$ cat config.mk
export PLATFORM = sky130hd
export DESIGN_NAME = c3s2_ram
export DESIGN_NICKNAME = d
export VERILOG_FILES = /design/src/rtl/c3s2_ram.sv
export SDC_FILE = /design/constraint.sdc
export NUM_CORES = 1
export LEC_CHECK = 0
export ABC_CLOCK_PERIOD_IN_PS = 3000
export BUFFER_PORTS_ARGS = -buffer_cell sky130_fd_sc_hd__buf_2
export CAP_MARGIN = 20
export CORE_MARGIN = 8
export CORE_UTILIZATION = 49
export CTS_CLUSTER_SIZE = 28
export DETAILED_ROUTE_END_ITERATION = 10
export PLACE_DENSITY = 0.63
export SYNTH_ARGS = -nofsm -noshare
export SYNTH_HDL_FRONTEND = slang
export SYNTH_SLANG_ARGS = --single-unit
$ cat constraint.sdc
create_clock -name clk -period 3 [get_ports clk]
set_input_delay 0.15 -clock clk [delete_from_list [all_inputs] [get_ports clk]]
set_output_delay 0.15 -clock clk [all_outputs]
set_load 0.01 [all_outputs]
$ cat src/rtl/c3s2_ram.sv
`default_nettype none
module c3s2_ram #(
  parameter int WIDTH = 24,
  parameter int DEPTH = 64
) (
  input  wire logic                     clk,
  input  wire logic                     we,
  input  wire logic [$clog2(DEPTH)-1:0] waddr,
  input  wire logic [WIDTH-1:0]         wdata,
  input  wire logic                     re,
  input  wire logic [$clog2(DEPTH)-1:0] raddr,
  output logic      [WIDTH-1:0]         rdata
);
  logic [WIDTH-1:0] mem [DEPTH];

  always_ff @(posedge clk) begin
    if (we) mem[waddr] <= wdata;
    if (re) rdata <= mem[raddr];
  end
endmodule
`default_nettype wire

==> results.py <==
metrics = {
    "global_routing": {
        "grt_pass1_vias": 29032,
        "antenna_found_initial": 15,
        "overflow": 0,
        "grt_pass1_wl_mm": 206,
        "grtUsageTotal_pct": 21.6,
        "grt_max_degree": 65,
    },
    "floorplan": {
        "die_w_um": 365,
        "dieArea_um2": 133000,
        "die_y_um": 365,
        "coreArea_um2": 121000,
        "rows": 128,
        "start_util_pct": 49.1,
        "io_pins": 63,
    },
    "route": {
        "wire_per_inst_um": 30.9,
        "firstDrtPassIters": 5,
        "drt_iter0_drc": 3236,
        "dr_total_vias": 28505,
        "drtAntennaViolNets": 0,
        "wirelength_mm": 143,
        "avgViaCountPerCell": 6.14,
        "route.detailed.drc": 0,
    },
    "timing": {
        "fin_crit_ps": 2210,
        "rsz0062_at_grt": "false",
        "finalSetupViolations": 0,
        "finalMaxSlewViolations": 0,
        "fmax_ghz": 0.452,
        "finalHoldWorstSlack_ps": 76.8,
        "finClkSkew_ps": 21.5,
        "min_period_over_period_pct": 73.8,
        "relSlewSlack_pct": 15.6,
        "tightest_slew_ps": 1270,
        "hold_viol_final": 0,
    },
    "cells_and_area": {
        "final_layout_size_suffix_gt1_share_pct": 31.4,
        "multi_input_area_um2": 12100,
        "seqCellArea_um2": 46800,
        "layout.nets": 2936,
        "fill_cells": 8803,
        "final_area_um2": 68300,
        "area_growth_pct": 14.7,
    },
    "synthesis": {
        "synthCells": 2610,
        "syn_area_per_cell_um2": 22.8,
        "yosys-top-cells-area": "edfxtp_1 79%, mux4_2 13%, mux2i_1 1.6%",
        "ys_types": 39,
        "synth_commonest_cells": "1560 x edfxtp_1, 355 x mux4_2, 95 x mux2i_1",
        "yosys_register_bits": 1560,
        "synth_top_area_cell": "edfxtp_1",
        "yosysWarnings": 0,
        "seq_area_frac_synth_pct": 78.7,
        "ys_async_sr_fraction_pct": 0,
        "netlist_area_um2": 59500,
        "syn-num-nets": 2649,
        "ys.flop_type": "edfxtp_1",
        "synth_top_area_share_pct": 78.7,
        "synth_edf_count": 1560,
        "yosysMostFrequentCell": "edfxtp_1",
    },
    "flow_run": {
        "drv_cap": 0,
    },
    "critical_path": {
        "ff2ff_setup_slack_ps": 830,
        "worst_setup_path_end_kind": "flop",
        "crit_type": "primary input to flop",
        "rr_worst_depth": 5,
        "cp.arrival_ps": 2850,
        "start_kind": "primary input",
        "worstPathRequired_ps": 3640,
        "r2r_start": "mem[6][1]$_DFFE_PP_",
        "critPathMaxFanout": 19,
        "reg2reg_to": "rdata[1]$_DFFE_PP_",
    },
    "clock_tree": {
        "clk_latency_ps": 770,
        "numCtsBuffers": 151,
        "cts.clk_slew.worst_paths_ps": 60,
        "cts_tree": "done",
        "clk_path_buf_depth": 3,
        "clockRootBuffer": "clkbuf_16",
        "clock_sinks": 1560,
        "ctsHtreeMaxLevel": 4,
    },
    "placed_design": {
        "io_buffers": 62,
        "place.gp.congestion": 0.813,
        "place_hpwl_mm": 85.0,
        "placed_area_um2": 63000,
    },
    "hold_path": {
        "hold_path_class": "primary input to flop",
        "holdCritStartpoint": "wdata[0]",
        "whs_path_depth": 2,
        "holdPathEnd": "mem[0][0]$_DFFE_PP_",
    },
    "status": {
        "status": "complete, no violations",
    },
    "pwr": {
        "powerDensity_nw_per_um2": 662,
        "leakagePower_nw": 21.6,
        "max-vdd-ir-drop_mv": 0.587,
        "power_mw": 45.2,
    },
}
cell usage in the layout (no fill, tap or decap), types with 6 or more instances in the layout:
cell | netlist | routed
nor2_1 | 80 | 18
buf_2 | 45 | 58
and3_1 | 16 | 16
o21a_1 | 13 | 13
a21oi_1 | 22 | 22
o22ai_1 | 53 | 53
o21ai_1 | 6 | 6
mux4_2 | 355 | 355
or3_1 | 10 | 10
clkinv_2 | 0 | 20
a22oi_1 | 29 | 29
mux2i_1 | 95 | 95
clkinv_1 | 1 | 33
inv_6 | 0 | 7
bufinv_16 | 0 | 16
mux2_2 | 53 | 53
clkinvlp_4 | 0 | 6
buf_4 | 31 | 158
clkbuf_1 | 44 | 26
nor2b_1 | 9 | 9
clkbuf_16 | 0 | 154
edfxtp_1 | 1560 | 1560
diode_2 | 0 | 6
a221oi_1 | 52 | 52
nand2b_1 | 6 | 6
nand2_1 | 36 | 36
dlygate4sd3_1 | 0 | 18
a31oi_1 | 13 | 13
nand3_1 | 20 | 20
o21ai_0 | 12 | 12
nor2_2 | 0 | 62
buf_12 | 0 | 39
through the flow:
| step | util, % | std cells | setup TNS [ps] | setup slack, ps |
|---|---|---|---|---|
| 2_1_floorplan | - | 2610 | 0 | 253 |
| 3_3_place_gp | 52.0 | 4339 | 0 | 8.53 |
| 3_5_place_dp | 52.0 | 4339 | -11.4 | -11.4 |
| 4_1_cts | 56.0 | 4610 | 0 | 756 |
| 5_1_grt | 56.3 | 4634 | 0 | 673 |
| 6_report | 56.3 | 4640 | 0 | 786 |
report_power, final:
part	switching [mW]	internal (mW)
Clock	7.89	10.8
Sequential	0.0752	24.2
Combinational	1.38	0.899
flip-flops by register name (all words and copies together) (netlist names):
register  flops
mem        1536
rdata        24
cells by family after synthesis:
group,Yosys count,synth area share [%]
multiplexers,503,16.0
AO/OA/AOI/OAI,207,2.43
buffers and inverters,144,1.31
flip-flops,1560,78.7
AND/OR/NAND/NOR,196,1.55
worst max-delay path: stages:
cell	delay, ps
buf_2	420
buf_4	420
or2_2	450
o22ai_1	180
a221oi_1	1010
o21a_1	200
area by class of cell:
cell class	count	share of cell area [%]
Sequential cell	1560	68.6
Tap cell	1625	2.98
Multi-Input combinational cell	906	17.7
Clock inverter	85	1.26
Timing Repair Buffer	276	3.63
Inverter	2	0.0110
Antenna cell	6	0.0220
Clock buffer	180	5.79
worst max-delay path by stage:
stage	start	to	slack (ps)	depth (start not counted)
2_1_floorplan	waddr[3]	mem[48][0]$_DFFE_PP_	250	4
6_report	raddr[4]	rdata[1]$_DFFE_PP_	790	6
3_3_place_gp	raddr[4]	rdata[1]$_DFFE_PP_	9	6
3_5_place_dp	raddr[4]	rdata[1]$_DFFE_PP_	-10	6
4_1_cts	mem[23][8]$_DFFE_PP_	rdata[8]$_DFFE_PP_	760	5
5_1_grt	waddr[2]	mem[61][4]$_DFFE_PP_	670	6
routing by layer:
metal  global-route usage, %  wire length [um]
met2                    33.9             68300
met5                       0                42
met1                    30.4             57900
met4                    6.84              4180
met3                    5.21             12800
what timing repair did:
item                      4_1_cts  5_1_grt
hold endpoints to repair       63      210
setup buffers                   0        0
resized for setup               0        0
hold buffers                    6       12
No activity file was read; power rests on OpenSTA's default activity.
