File: src/rtl/c3s2_pkg.sv
`default_nettype none
package c3s2_pkg;

  localparam int LINE_WIDTH   = 64;
  localparam int IMAGE_HEIGHT = 64;
  localparam int COL_W        = $clog2(LINE_WIDTH);
  localparam int ROW_W        = $clog2(IMAGE_HEIGHT);
  localparam int OUT_W        = (LINE_WIDTH - 3) / 2 + 1;
  localparam int OUT_H        = (IMAGE_HEIGHT - 3) / 2 + 1;
  localparam int NUM_REGS     = 8;
  localparam int CFG_IDX_W    = 3;
  localparam int CFG_DATA_W   = 48;
  localparam int PSUM_W       = 10;
  localparam int PROD_W       = 27;
  localparam int ACC_W        = 34;
  localparam int SUM_W        = 35;

  typedef enum logic [CFG_IDX_W-1:0] {
    REG_F0_ROW0 = 3'd0,
    REG_F0_ROW1 = 3'd1,
    REG_F0_ROW2 = 3'd2,
    REG_F1_ROW0 = 3'd3,
    REG_F1_ROW1 = 3'd4,
    REG_F1_ROW2 = 3'd5,
    REG_BIAS_0  = 3'd6,
    REG_BIAS_1  = 3'd7
  } cfg_reg_t;

  typedef struct packed {
    logic       frame_start;
    logic [7:0] red;
    logic [7:0] green;
    logic [7:0] blue;
  } pixel_t;

  typedef struct packed {
    logic [30:0] out_value_0;
    logic [30:0] out_value_1;
    logic [4:0]  out_row;
    logic [4:0]  out_col;
    logic        last_of_frame;
  } result_t;

  // position info that travels alongside the lane pipeline
  typedef struct packed {
    logic       valid;
    logic [4:0] orow;
    logic [4:0] ocol;
    logic       last;
  } tag_t;

endpackage
`default_nettype wire

File: src/rtl/c3s2_lane.sv
`default_nettype none
// One filter: nine multiplies, registered, then a registered add tree,
// bias, ReLU and saturation.
module c3s2_lane (
  input  wire logic                                    clk,
  input  wire logic                                    en,
  input  wire logic [2:0][2:0][c3s2_pkg::PSUM_W-1:0]   psum,
  input  wire logic [2:0][47:0]                        kern,
  input  wire logic signed [31:0]                      bias,
  output logic [30:0]                                  value
);
  logic signed [c3s2_pkg::PROD_W-1:0] prod [9];
  logic signed [c3s2_pkg::ACC_W-1:0]  part [3];
  logic signed [c3s2_pkg::SUM_W-1:0]  total;

  always_ff @(posedge clk) begin
    if (en) begin
      for (int k = 0; k < 3; k++) begin
        for (int l = 0; l < 3; l++) begin
          prod[k*3+l] <= c3s2_pkg::PROD_W'($signed(kern[k][16*l +: 16]) *
                         $signed({1'b0, psum[k][l]}));
        end
      end
      for (int k = 0; k < 3; k++) begin
        part[k] <= c3s2_pkg::ACC_W'(prod[k*3]) + c3s2_pkg::ACC_W'(prod[k*3+1])
                   + c3s2_pkg::ACC_W'(prod[k*3+2]);
      end
      total <= c3s2_pkg::SUM_W'(part[0]) + c3s2_pkg::SUM_W'(part[1])
               + c3s2_pkg::SUM_W'(part[2]) + c3s2_pkg::SUM_W'(bias);
      if (total <= 0) value <= '0;
      else if (total > c3s2_pkg::SUM_W'(32'sh7FFF_FFFF)) value <= '1;
      else value <= total[30:0];
    end
  end
endmodule
`default_nettype wire

File: config.mk
export PLATFORM = sky130hd
export DESIGN_NAME = c3s2_lane
export DESIGN_NICKNAME = d
export VERILOG_FILES = /design/src/rtl/c3s2_pkg.sv /design/src/rtl/c3s2_lane.sv
export SDC_FILE = /design/constraint.sdc
export NUM_CORES = 2
export LEC_CHECK = 0
export ABC_AREA = 1
export BUFFER_PORTS_ARGS = -buffer_cell sky130_fd_sc_hd__buf_2
export CORE_MARGIN = 3
export CORE_UTILIZATION = 60
export CTS_CLUSTER_DIAMETER = 30
export DETAILED_ROUTE_END_ITERATION = 8
export PLACE_DENSITY_LB_ADDON = 0.15
export SLEW_MARGIN = 30
export SYNTH_ARGS = -nofsm -noshare
export SYNTH_HDL_FRONTEND = slang
export SYNTH_SLANG_ARGS = --single-unit
File: constraint.sdc
create_clock -name clk -period 6.1 [get_ports clk]
set_clock_uncertainty 0.1 [all_clocks]
set_input_delay 0.305 -clock clk [delete_from_list [all_inputs] [get_ports clk]]
set_output_delay 0.305 -clock clk [all_outputs]
set_load 0.1 [all_outputs]
==> reports/qor.yml <==
outcome:
  status: "finished clean"
die:
  rows: 135
  io_pins: 299
  die_x_um: 375.7
  dieArea_um2: 141200
  core_area_um2: 135600
  initial_core_util_pct: 60.47
  die_h_um: 375.7
routing:
  dr_total_vias: 64800
  drc_errors: 0
  routed_wl_mm: 212.8
  routedWlPerCell_um: 17.36
  viasPerCell: 5.286
  antenna_left: 0
  dr.pass1.iters: 6
  drtIter0Drc: 4400
sta:
  fmax_mhz: 199.4
  worst_pin_slew_ps: 927.9
  setup_viol: 0
  tns_ps: 0
  min_period_over_period_pct: 82.21
  fin_crit_ps: 5015
  relSlewSlack_pct: 38.14
  rsz0062_at_grt: "no"
  slew_viol_final: 0
  finalHoldViolCount: 0
global_route:
  grt_use_total_pct: 31.23
  grt_pass1_vias: 67540
  grt-ovfl-total: 0
  antenna_found_initial: 15
  grt_max_degree: 157
  grt_pass1_wl_mm: 351.7
worst_setup_path:
  end_kind: "register"
  timing.rr.start: "part[0][35]"
  reg2reg_to: "total[19]"
  rrSetupSlack_ps: 2270
  worstRegToRegCells: 14
  required_ps: 6380
  cp_data_arrival_time_ps: 5300
  path_max_fanout: 16
  startpoint_type: "primary input"
  worstSetupPathType: "primary input to register"
cts:
  post_cts_resized: 0
  clock-sinks: 396
  ctsHoldBuffers: 4
  clk_pin_slew_ps: 50
  clock-root-buffer: "clkbuf_16"
  h-tree-depth: 3
  post_cts_buffers: 0
  cts_buffer_depth: 3
  cts_tree: "built"
  clock_latency_ps: 670
  cts_made_buffers: 87
worst_hold_path:
  hp-class: "primary input to register"
  hold_path_end: "prod[0][15]"
  min_path_cells: 1
  min-delay-start: "en"
yosys:
  syn_nets: 12720
  yosysWarnings: 0
  ys.flop_type: "edfxtp_1"
  yosysTopAreaCell: "fa_1"
  seq_area_frac_synth_pct: 14.50
  yosys.area.top_type_share_pct: 35.49
  syn_area_um2: 82020
  syn_area_per_cell_um2: 7.941
  synth_async_sr_flop_share_pct: 0
  ys_top_cells_by_area: "fa_1 (35%), edfxtp_1 (14%), inv_1 (13%)"
  syn-instance-count: 10330
  synth-seq-cells: 396
  synth_edf_count: 396
  synthDistinctLibCells: 44
cells_and_area:
  syn2layout_area_growth_pct: 6.830
  final_nets: 12780
  drive_gt1_share_pct: 5.237
  fillCellCount: 11830
run:
  maxCapViolCount: 0
place:
  portBuffers: 298
  routabilityCongestion: 0.9590
  dp_hpwl_mm: 182.7
==> synth_stat cells (41+ instances only) <==
| cell | number |
|---|---|
| a21oi_1 | 385 |
| buf_1 | 41 |
| clkbuf_1 | 287 |
| edfxtp_1 | 396 |
| fa_1 | 1454 |
| ha_1 | 664 |
| inv_1 | 2928 |
| nand2_1 | 2632 |
| nand3_1 | 255 |
| nand4_1 | 127 |
| nor2_1 | 428 |
| nor3_1 | 52 |
| o21ai_0 | 201 |
| xnor2_1 | 69 |
| xor2_1 | 152 |
==> metal layers <==
metal / wire length, um / global-route usage [%] / up-vias
met2: 104000 / 53.28 / 2038
met4: 6560 / 9.337 / 4
met5: 25 / 0 / -
met1: 89100 / 42.17 / 31880
li1: - / - / 30490
met3: 13100 / 3.594 / 386
==> stage by stage <==
step | area [um2] | instances | setup slack (ps) | hold WS [ps] | util, %
floorplan | 82020 | 10330 | 1116 | 317.5 | -
finish | 87620 | 12260 | 1085 | 16.11 | 64.60
global placement | 84550 | 12080 | 419.0 | 451.5 | 62.34
detailed placement | 84550 | 12080 | 431.8 | 461.1 | 62.34
global route | 87610 | 12250 | 879.7 | 24.56 | 64.59
CTS | 87590 | 12250 | 1081 | 18.07 | 64.58
==> flip-flops by register name, indices dropped and copies added, names as in the netlist <==
signal and count:
prod 243, part 87, total 35, value 31
==> area by class of cell <==
cell class	instances	area (um2)	area share (%)
multi-input combinational	6672	57890	66.07
inverter	2930	11000	12.55
tap	1781	2228	2.543
clock inverter	69	797.0	0.9096
timing repair buffer	305	1589	1.814
sequential	396	11890	13.57
clock buffer	93	2200	2.510
antenna	12	30.03	0.03427
==> cell families (layout without fill, tap and decap cells) <==
kind of cell | after synthesis | after routing | synth area share (%)
and+or+nand+nor | 3623 | 3623 | 17.93
buffers and inverters | 3261 | 3397 | 14.93
adders and majority gates | 2118 | 2118 | 45.62
AOI/OAI and AO/OA | 710 | 710 | 4.665
DFF | 396 | 396 | 14.50
xor gates and xnor gates | 221 | 221 | 2.360
other | 0 | 12 | 0
==> layout by cell type, fill, tap and decap left out, drive strengths merged, types with 69 or more instances in the layout <==
cell / synthesis / layout
nor2: 454 / 454
buf: 44 / 301
edfxtp: 396 / 396
fa: 1454 / 1454
a21oi: 392 / 392
nand3: 259 / 259
xor2: 152 / 152
inv: 2930 / 2944
xnor2: 69 / 69
o21ai: 233 / 233
ha: 664 / 664
nand4: 127 / 127
clkbuf: 287 / 93
nand2: 2669 / 2669
==> critical path, stage by stage <==
cell and delay (ps):
buf_2 310, nand2_1 220, fa_1 510, inv_1 230, fa_1 490, fa_1 510, fa_1 500, inv_1 50
fa_1 470, inv_1 50, ha_1 360, nand2_1 130, inv_1 70, nand2_1 60, nor3_1 380, nand4_1 350
nand4_1 190, nand2_1 90
==> worst max-delay path by stage <==
stage | startpoint | end | depth (start not counted)
2_1_floorplan | psum[82] | prod[0][242] | 21
3_3_place_gp | psum[22] | prod[0][74] | 18
3_5_place_dp | psum[22] | prod[0][74] | 18
4_1_cts | psum[22] | prod[0][74] | 18
5_1_grt | psum[22] | prod[0][74] | 18
6_report | psum[22] | prod[0][74] | 18
Power is not shown: default switching activity piles up to over one toggle a cycle in this logic, so the estimate is an artifact.
